--- src/rtl/pidc_pkg.sv ---
// ----------------------------------------------------------------------------
// pidc_pkg
// Shared types and constants of the clamped PID controller: field widths,
// register indexes, reset values and the configuration bundle.
// ----------------------------------------------------------------------------
package pidc_pkg;

  localparam int DATA_WIDTH_DEF     = 16;
  localparam int GAIN_FRAC_BITS_DEF = 8;

  localparam int SETPOINT_W  = 16;
  localparam int GAIN_W      = 16;
  localparam int MAX_OUT_W   = 15;
  localparam int INT_LIM_W   = 24;
  localparam int ACC_W       = 25;
  localparam int CFG_IDX_W   = 3;
  localparam int CFG_DATA_W  = 24;

  localparam logic [MAX_OUT_W-1:0] MAX_OUTPUT_RST = '1;
  localparam logic [INT_LIM_W-1:0] ACC_LIMIT_RST  = '1;

  typedef enum logic [CFG_IDX_W-1:0] {
    REG_SETPOINT   = 3'd0,
    REG_GAIN_P     = 3'd1,
    REG_GAIN_I     = 3'd2,
    REG_GAIN_D     = 3'd3,
    REG_MAX_OUTPUT = 3'd4,
    REG_ACC_LIMIT  = 3'd5
  } pidc_reg_t;

  typedef struct packed {
    logic signed [SETPOINT_W-1:0] setpoint;
    logic signed [GAIN_W-1:0]     gain_p;
    logic signed [GAIN_W-1:0]     gain_i;
    logic signed [GAIN_W-1:0]     gain_d;
    logic [MAX_OUT_W-1:0]         max_output;
    logic [INT_LIM_W-1:0]         acc_limit;
  } pidc_cfg_t;

endpackage

--- src/rtl/pidc_in_if.sv ---
// ----------------------------------------------------------------------------
// pidc_in_if
// Measurement channel: one signed sample per beat.
// ----------------------------------------------------------------------------
interface pidc_in_if #(
  parameter int DATA_WIDTH = pidc_pkg::DATA_WIDTH_DEF
);
  logic                         valid;
  logic                         ready;
  logic signed [DATA_WIDTH-1:0] measure;

  modport source (output valid, output measure, input ready);
  modport sink   (input valid, input measure, output ready);
endinterface

--- src/rtl/pidc_out_if.sv ---
// ----------------------------------------------------------------------------
// pidc_out_if
// Drive channel: one clamped controller output per beat.
// ----------------------------------------------------------------------------
interface pidc_out_if #(
  parameter int DATA_WIDTH = pidc_pkg::DATA_WIDTH_DEF
);
  logic                         valid;
  logic                         ready;
  logic signed [DATA_WIDTH-1:0] drive;

  modport source (output valid, output drive, input ready);
  modport sink   (input valid, input drive, output ready);
endinterface

--- src/rtl/pidc_cfg_if.sv ---
// ----------------------------------------------------------------------------
// pidc_cfg_if
// Register write channel: index and data per beat.
// ----------------------------------------------------------------------------
interface pidc_cfg_if;
  logic                             valid;
  logic                             ready;
  logic [pidc_pkg::CFG_IDX_W-1:0]   index;
  logic [pidc_pkg::CFG_DATA_W-1:0]  data;

  modport source (output valid, output index, output data, input ready);
  modport sink   (input valid, input index, input data, output ready);
endinterface

--- src/rtl/pidc_cfg_regs.sv ---
// ----------------------------------------------------------------------------
// pidc_cfg_regs
// Configuration register file: setpoint, gains and the two symmetric limits.
// ----------------------------------------------------------------------------
module pidc_cfg_regs (
  input  logic                 clk,
  input  logic                 rst_n,
  pidc_cfg_if.sink             cfg_ch,
  output pidc_pkg::pidc_cfg_t  cfg
);

  pidc_pkg::pidc_cfg_t cfg_r;
  pidc_pkg::pidc_cfg_t cfg_nxt;

  assign cfg_ch.ready = 1'b1;
  assign cfg          = cfg_r;

  always_comb begin
    cfg_nxt = cfg_r;
    if (cfg_ch.valid) begin
      // unknown indexes drop the beat
      unique case (cfg_ch.index)
        pidc_pkg::REG_SETPOINT:       cfg_nxt.setpoint   = cfg_ch.data[pidc_pkg::SETPOINT_W-1:0];
        pidc_pkg::REG_GAIN_P:         cfg_nxt.gain_p     = cfg_ch.data[pidc_pkg::GAIN_W-1:0];
        pidc_pkg::REG_GAIN_I:         cfg_nxt.gain_i     = cfg_ch.data[pidc_pkg::GAIN_W-1:0];
        pidc_pkg::REG_GAIN_D:         cfg_nxt.gain_d     = cfg_ch.data[pidc_pkg::GAIN_W-1:0];
        pidc_pkg::REG_MAX_OUTPUT:     cfg_nxt.max_output = cfg_ch.data[pidc_pkg::MAX_OUT_W-1:0];
        pidc_pkg::REG_ACC_LIMIT: begin
          cfg_nxt.acc_limit = cfg_ch.data[pidc_pkg::INT_LIM_W-1:0];
        end
        default: ;
      endcase
    end
  end

  always_ff @(posedge clk) begin
    if (!rst_n) begin
      cfg_r.setpoint   <= '0;
      cfg_r.gain_p     <= '0;
      cfg_r.gain_i     <= '0;
      cfg_r.gain_d     <= '0;
      cfg_r.max_output <= pidc_pkg::MAX_OUTPUT_RST;
      cfg_r.acc_limit  <= pidc_pkg::ACC_LIMIT_RST;
    end else begin
      cfg_r <= cfg_nxt;
    end
  end

endmodule

--- src/rtl/pid_controller_clamped.sv ---
// ----------------------------------------------------------------------------
// pid_controller_clamped
// Positional PID controller with anti-windup clamp on the error sum and a
// symmetric clamp on the drive.
// ----------------------------------------------------------------------------
// The block takes one measurement per cycle while the output is not stalled,
// and returns one drive value per measurement, in order. Five register stages
// carry each sample: input register, error, accumulator and difference, the
// three gain products, and the summed, floor-shifted and clamped drive. The
// accumulator and previous error are updated as a sample enters the third
// stage, so back-to-back samples see each other's state. Each stage advances
// whenever the next one is empty or moving, so bubbles close up under output
// back-pressure. Registers are written through the cfg channel, which is
// always ready; write them only while no sample is in flight.
module pid_controller_clamped #(
  parameter int DATA_WIDTH     = pidc_pkg::DATA_WIDTH_DEF,
  parameter int GAIN_FRAC_BITS = pidc_pkg::GAIN_FRAC_BITS_DEF
) (
  input  logic       clk,
  input  logic       rst_n,
  pidc_in_if.sink    in_ch,
  pidc_out_if.source out_ch,
  pidc_cfg_if.sink   cfg_ch
);

  localparam int EW   = ((DATA_WIDTH > pidc_pkg::SETPOINT_W) ?
                         DATA_WIDTH : pidc_pkg::SETPOINT_W) + 1;
  localparam int DFW  = EW + 1;
  localparam int AW   = pidc_pkg::ACC_W;
  localparam int ASW  = ((EW > AW) ? EW : AW) + 1;
  localparam int PPW  = pidc_pkg::GAIN_W + EW;
  localparam int PIW  = pidc_pkg::GAIN_W + AW;
  localparam int PDW  = pidc_pkg::GAIN_W + DFW;
  localparam int SW   = ((DFW > AW) ? DFW : AW) + pidc_pkg::GAIN_W + 2;

  pidc_pkg::pidc_cfg_t cfg;

  pidc_cfg_regs u_cfg_regs (
    .clk    (clk),
    .rst_n  (rst_n),
    .cfg_ch (cfg_ch),
    .cfg    (cfg)
  );

  // stage valids and enables
  logic v1_r, v2_r, v3_r, v4_r, v5_r;
  logic en1, en2, en3, en4, en5;

  assign en5 = !v5_r || out_ch.ready;
  assign en4 = !v4_r || en5;
  assign en3 = !v3_r || en4;
  assign en2 = !v2_r || en3;
  assign en1 = !v1_r || en2;

  assign in_ch.ready = en1;

  // stage payloads
  logic signed [DATA_WIDTH-1:0] meas1_r;
  logic signed [EW-1:0]         err2_r;
  logic signed [EW-1:0]         err2_nxt;
  logic signed [EW-1:0]         prev_err_r;
  logic signed [AW-1:0]         acc_r;
  logic signed [AW-1:0]         acc_nxt;
  logic signed [ASW-1:0]        acc_sum;
  logic signed [ASW-1:0]        acc_lim;
  logic signed [DFW-1:0]        diff_nxt;
  logic signed [EW-1:0]         err3_r;
  logic signed [AW-1:0]         acc3_r;
  logic signed [DFW-1:0]        diff3_r;
  logic signed [PPW-1:0]        pp_nxt, pp4_r;
  logic signed [PIW-1:0]        pi_nxt, pi4_r;
  logic signed [PDW-1:0]        pd_nxt, pd4_r;
  logic signed [SW-1:0]         sum;
  logic signed [SW-1:0]         sum_sh;
  logic signed [SW-1:0]         out_lim;
  logic signed [SW-1:0]         drive_full;
  logic signed [DATA_WIDTH-1:0] drive_r;

  // error
  assign err2_nxt = EW'(cfg.setpoint) - EW'(meas1_r);

  // accumulator with anti-windup clamp, and error difference
  always_comb begin
    acc_sum  = ASW'(acc_r) + ASW'(err2_r);
    acc_lim  = ASW'($signed({1'b0, cfg.acc_limit}));
    diff_nxt = DFW'(err2_r) - DFW'(prev_err_r);
    priority if (acc_sum > acc_lim) begin
      acc_nxt = AW'(acc_lim);
    end else if (acc_sum < -acc_lim) begin
      acc_nxt = AW'(-acc_lim);
    end else begin
      acc_nxt = AW'(acc_sum);
    end
  end

  // gain products
  assign pp_nxt = PPW'(cfg.gain_p) * PPW'(err3_r);
  assign pi_nxt = PIW'(cfg.gain_i) * PIW'(acc3_r);
  assign pd_nxt = PDW'(cfg.gain_d) * PDW'(diff3_r);

  // sum, floor shift, output clamp
  always_comb begin
    sum     = SW'(pp4_r) + SW'(pi4_r) + SW'(pd4_r);
    sum_sh  = sum >>> GAIN_FRAC_BITS;
    out_lim = SW'($signed({1'b0, cfg.max_output}));
    priority if (sum_sh > out_lim) begin
      drive_full = out_lim;
    end else if (sum_sh < -out_lim) begin
      drive_full = -out_lim;
    end else begin
      drive_full = sum_sh;
    end
  end

  always_ff @(posedge clk) begin
    if (!rst_n) begin
      v1_r       <= 1'b0;
      v2_r       <= 1'b0;
      v3_r       <= 1'b0;
      v4_r       <= 1'b0;
      v5_r       <= 1'b0;
      prev_err_r <= '0;
      acc_r      <= '0;
    end else begin
      if (en1) v1_r <= in_ch.valid;
      if (en2) v2_r <= v1_r;
      if (en3) v3_r <= v2_r;
      if (en4) v4_r <= v3_r;
      if (en5) v5_r <= v4_r;
      // state advances once per sample, as it enters stage three
      if (en3 && v2_r) begin
        prev_err_r <= err2_r;
        acc_r      <= acc_nxt;
      end
    end
  end

  always_ff @(posedge clk) begin
    if (en1) meas1_r <= in_ch.measure;
    if (en2) err2_r  <= err2_nxt;
    if (en3) begin
      err3_r  <= err2_r;
      acc3_r  <= acc_nxt;
      diff3_r <= diff_nxt;
    end
    if (en4) begin
      pp4_r <= pp_nxt;
      pi4_r <= pi_nxt;
      pd4_r <= pd_nxt;
    end
    if (en5) drive_r <= drive_full[DATA_WIDTH-1:0];
  end

  assign out_ch.valid = v5_r;
  assign out_ch.drive = drive_r;

endmodule
--- src/flat_wrapper.sv ---
// flat-port wrapper written by rule: the top's interface ports become plain ports
module pid_controller_clamped_flat 
#(
  parameter int DATA_WIDTH     = pidc_pkg::DATA_WIDTH_DEF,
  parameter int GAIN_FRAC_BITS = pidc_pkg::GAIN_FRAC_BITS_DEF
)
  (clk, rst_n, in_ch_valid, in_ch_measure, in_ch_ready, out_ch_valid, out_ch_drive, out_ch_ready, cfg_ch_valid, cfg_ch_index, cfg_ch_data, cfg_ch_ready);
  pidc_in_if #(.DATA_WIDTH(DATA_WIDTH)) in_ch_i ();
  pidc_out_if #(.DATA_WIDTH(DATA_WIDTH)) out_ch_i ();
  pidc_cfg_if cfg_ch_i ();
  input  logic clk;
  input  logic rst_n;
  input wire logic [$bits(in_ch_i.valid)-1:0] in_ch_valid;
  input wire logic [$bits(in_ch_i.measure)-1:0] in_ch_measure;
  output wire logic [$bits(in_ch_i.ready)-1:0] in_ch_ready;
  output wire logic [$bits(out_ch_i.valid)-1:0] out_ch_valid;
  output wire logic [$bits(out_ch_i.drive)-1:0] out_ch_drive;
  input wire logic [$bits(out_ch_i.ready)-1:0] out_ch_ready;
  input wire logic [$bits(cfg_ch_i.valid)-1:0] cfg_ch_valid;
  input wire logic [$bits(cfg_ch_i.index)-1:0] cfg_ch_index;
  input wire logic [$bits(cfg_ch_i.data)-1:0] cfg_ch_data;
  output wire logic [$bits(cfg_ch_i.ready)-1:0] cfg_ch_ready;
  assign in_ch_i.valid = in_ch_valid;
  assign in_ch_i.measure = in_ch_measure;
  assign in_ch_ready = in_ch_i.ready;
  assign out_ch_valid = out_ch_i.valid;
  assign out_ch_drive = out_ch_i.drive;
  assign out_ch_i.ready = out_ch_ready;
  assign cfg_ch_i.valid = cfg_ch_valid;
  assign cfg_ch_i.index = cfg_ch_index;
  assign cfg_ch_i.data = cfg_ch_data;
  assign cfg_ch_ready = cfg_ch_i.ready;
  pid_controller_clamped #(.DATA_WIDTH(DATA_WIDTH), .GAIN_FRAC_BITS(GAIN_FRAC_BITS)) u_core (.clk(clk), .rst_n(rst_n), .in_ch(in_ch_i), .out_ch(out_ch_i), .cfg_ch(cfg_ch_i));
endmodule
--- config.mk ---
export PLATFORM = sky130hd
export DESIGN_NAME = pid_controller_clamped_flat
export DESIGN_NICKNAME = d
export VERILOG_FILES = /design/src/rtl/pidc_pkg.sv /design/src/rtl/pidc_in_if.sv /design/src/rtl/pidc_out_if.sv /design/src/rtl/pidc_cfg_if.sv /design/src/rtl/pidc_cfg_regs.sv /design/src/rtl/pid_controller_clamped.sv /design/src/flat_wrapper.sv
export SDC_FILE = /design/constraint.sdc
export NUM_CORES = 2
export LEC_CHECK = 0
export BUFFER_PORTS_ARGS = -buffer_cell sky130_fd_sc_hd__buf_2
export CAP_MARGIN = 20
export CORE_MARGIN = 10
export CORE_UTILIZATION = 25
export DETAILED_ROUTE_END_ITERATION = 6
export PLACE_DENSITY = 0.45
export SYNTH_ARGS = -nofsm -noshare
export SYNTH_HDL_FRONTEND = slang
export SYNTH_SLANG_ARGS = --single-unit
export TNS_END_PERCENT = 10
--- constraint.sdc ---
create_clock -name clk -period 7 [get_ports clk]
set_input_delay 0 -clock clk [delete_from_list [all_inputs] [get_ports clk]]
set_output_delay 0 -clock clk [all_outputs]
set_load 0.01 [all_outputs]
==> results.md <==
- Run status: complete, no violations
- Worst R2R Setup Slack: 0.22 ns
- Setup TNS: 0 ns
- Pre-CTS setup slack: 0.00317 ns
- Class of the most critical hold timing path: input pin to register
- Mapped Cells: ~6100
- Worst r2r src: u_core.u_cfg_regs.cfg[77]
- Worst-path clk slew: approximately 0.060 ns
- Global placer's final weighted congestion: 0.858
- Drt wl/cell: between 15 and 20 um
- Largest net degree at the start of global routing: 75
- Worst reg2reg path depth: 24
- Port bufs: 65
- Clock sinks: about 370
- Final hold violations: 0
- Lkg Pwr: between 30 and 40 nW
- Fill cells: 23718
- Critical path, cell by cell: nand2_1 -> fa_1 -> inv_1 -> fa_1 -> inv_1 -> fa_1 -> fa_1 -> fa_1 -> inv_1 -> fa_1 -> ha_1 -> a21o_1 -> a21o_1 -> a21oi_1 -> o21ai_0 -> o21a_1 -> a31oi_4 -> a21oi_1 -> a41o_1 -> o41ai_2 -> buf_4 -> o2111ai_1 -> a21oi_1 -> xnor2_1
- Number of global-route vias before repair: between 40000 and 50000
- Share of the yosys chip area belonging to registers: roughly 17%
- Clock latency at the later pin of the worst-skew pair: ~0.69 ns
- Initial antenna violation count: 10
- Post-route ant nets: 0
- Final slew viol count: 0
- Unrepaired setup endpoints after global routing: yes
- CTS root buf: clkbuf_16
- Setup CP Type: register to register
- CP arrival: 7.18 ns
- Post-synth cell types: 81
- Post-synth EDFFs: about 220
- Yosys reg bits: roughly 370
- Clock skew: just over 0.08 ns
- Worst Setup SP: u_core.u_cfg_regs.cfg[77]
- Worst Path Max Fanout: 8
- P_sw: between 5 and 6 mW
- GRT Residual Overflow: 0
- Cell Rows: 174
- Hold depth: 4
- Design area: between 60000 and 70000 um2
- Worst Hold Launch: cfg_ch_data[17]
- Power Internal: 7.23 mW
- Min cycle time layout: about 6.8 ns
- First-pass DRT Iterations: 6
- WP data required: 7.40 ns
- Maximum level of the CTS H-tree: 2
- Post-route clock period utilization: a little over nine tenths
- Slowest cell on crit path: fa_1
- CP most frequent cell: fa_1
- GR Util All Layers: between 10 and 15%
- Most numerous cell in the Yosys netlist: inv_1
- Cell taking the most area after synthesis: fa_1
- Dpl cell area: slightly above 60000 um2
- Vias: 41357
- Ports: 67
- Remaining DRCs: 0
- Sequential share of power: about 25%
- Starting density of the core: between 20% and 30%
- Clock tree from TritonCTS: yes
- Die width: roughly 500 um
- Worst Setup EP: u_core.pp4_r[32]
- Comb pwr share: a little over half
- Top post-synthesis cells by area: fa_1 35%, edfxtp_1 12%, ha_1 11%
- Fmax: 148 MHz
- VDD IR max: approximately 0.21 mV
- Sw Ratio: between 40% and 50%
- Num CTS Buffers: a little over 50
- First-pass GRT wire length: roughly 270000 um
- Post-route setup slack: around 0.22 ns
- DP Wirelength: about 140000 um
- Area delta synth->final: 14.9%
- Async set or reset register ratio after synthesis: 0%
- Fraction of layout cells with a size suffix above 1: 8.15%
- Mapped Area: around 56000 um2
- Syn_nets: between 7000 and 8000
- Crit path capture type: register
- Slew @ Worst Pin: 1.09 ns
- Core ar.: approximately 220000 um2
- Startpoint Class: register
- Max-cap viol count: 0
- Initial DRC count: about 2400
- Crit-path max cell delay: roughly 0.55 ns
- Syn. warnings: 0
- Top-area cell type share of the netlist area: around 35%
- Clock power frac: roughly 23%
- DR vias/cell: about 4.4
- Synth top cells by count: 1195 x inv_1, 997 x fa_1, 869 x nand2_1
- Die height: about 500 um
- Die area: around 250000 um2
- Main flop type after synthesis: edfxtp_1
- Clk buf depth: 3
- Slew margin rel.: a little over a quarter
- Final setup viols: 0
- PD cells: around 200 nW/um2
- Layout Nets: approximately 8000
- Mean Syn Cell Area: roughly 9.3 um2
- WL final: 174000 um
- RR Endpoint: u_core.pp4_r[32]
- Tot Pwr: ~13 mW
==> critical path, delay by kind of cell, from the launching register on <==
kind                     cells  cell delay (ns)
flip-flops                   1             0.51
AND/OR/NAND/NOR              1             0.14
buffers and inverters        4             0.36
adder cells (fa/ha/maj)      7             3.42
XOR/XNOR                     1             0.11
AO/OA/AOI/OAI               11             2.06
==> worst min path at each step <==
stage / endpoint / slack [ns]
finish: u_core.u_cfg_regs.cfg[17] / 0.07
floorplan: u_core.meas1_r[0] / 0.1
global placement: u_core.meas1_r[0] / 0.18
CTS: u_core.u_cfg_regs.cfg[17] / 0.001
detailed placement: u_core.meas1_r[0] / 0.18
global route: u_core.u_cfg_regs.cfg[37] / 0.03
==> per-layer routing <==
layer / share of wire, % / track usage (%)
met1: 46 / 19.1
met2: 47 / 24.0
met3: 4.8 / 2.22
met4: 2.8 / 3.74
met5: 0 / 0
==> layout by cell type (no fill, tap or decap), drive strengths merged, types with 7 or more instances in the layout <==
master          n
a211oi         28
a21boi        108
a21o           87
a21oi         189
a31oi          35
and2          393
and3           23
buf           362
bufinv         10
clkbuf         58
clkinv         19
dfxtp         150
dlygate4sd3    64
edfxtp        217
fa            997
ha            478
inv          1201
mux2i          14
nand2         869
nand2b         47
nand3          73
nand4          28
nor2          196
nor2b          36
nor3           59
nor4           29
o211ai         51
o21a           37
o21ai         157
o21ba          10
o21bai         28
o22ai           7
o31ai           9
or3            18
xnor2         175
xor2           35
==> stage by stage <==
step | utilization, % | cells | hold slack (ns)
after floorplan | - | 6077 | 0.0989
after global placement | 27.6 | 9190 | 0.177
after detailed placement | 27.6 | 9191 | 0.178
after CTS | 28.7 | 9351 | 0.00104
after global routing | 28.9 | 9372 | 0.0332
final | 28.9 | 9376 | 0.0675
==> sequential cells by signal, summed over array words and instances (netlist names) <==
| name | flops |
|---|---|
| u_core.out_ch.drive | 16 |
| u_core.out_ch.valid | 1 |
| u_core.err2_r | 17 |
| u_core.pp4_r | 33 |
| u_core.v4_r | 1 |
| u_core.v1_r | 1 |
| u_core.v2_r | 1 |
| u_core.err3_r | 17 |
| u_core.diff3_r | 18 |
| u_core.meas1_r | 16 |
| u_core.pi4_r | 41 |
| u_core.u_cfg_regs.cfg | 103 |
| u_core.pd4_r | 34 |
| u_core.acc3_r | 25 |
| u_core.acc_r | 25 |
| u_core.prev_err_r | 17 |
| u_core.v3_r | 1 |
==> layout make-up <==
type | instances | area (um2) | area share (%)
flip-flops and latches | 367 | 9540 | 14.7
clock buffers | 58 | 1360 | 2.10
clock inverters | 38 | 571 | 0.879
diodes | 5 | 12.5 | 0.0193
well taps | 2992 | 3740 | 5.77
inverters | 1197 | 4490 | 6.92
repair buffers | 426 | 3450 | 5.32
multi-input cells | 4293 | 41700 | 64.3
==> logic make-up after synthesis <==
kind of cell / Yosys count / synth area share (%)
buf+inv: 1417 / 9.45
compound gates: 795 / 9.14
flops: 367 / 16.9
fa+ha+maj: 1475 / 45.9
other cells: 1 / 0.00664
simple gates: 1798 / 15.1
xor+xnor: 210 / 3.26
mux: 14 / 0.248
==> timing repair <==
action                                  4_1_cts  5_1_grt
resized for setup                             1       39
hold endpoints to repair                    118        0
hold buffers                                 64        0
endpoints found under the setup margin        1       31
pin swaps                                     0        3
buffers inserted                              0       20
==> power by group through the flow <==
| stage | Sequential, mW | Clock (mW) | Combinational [mW] |
|---|---|---|---|
| 2_1_floorplan | 3.05 | 0 | 4.21 |
| 3_3_place_gp | 3.37 | 0 | 6.59 |
| 3_5_place_dp | 3.37 | 0 | 6.60 |
| 4_1_cts | 3.33 | 3.08 | 6.69 |
| 5_1_grt | 3.31 | 3.15 | 7.62 |
| 6_report | 3.26 | 2.99 | 6.76 |
Power figures use the tool's default switching activity.
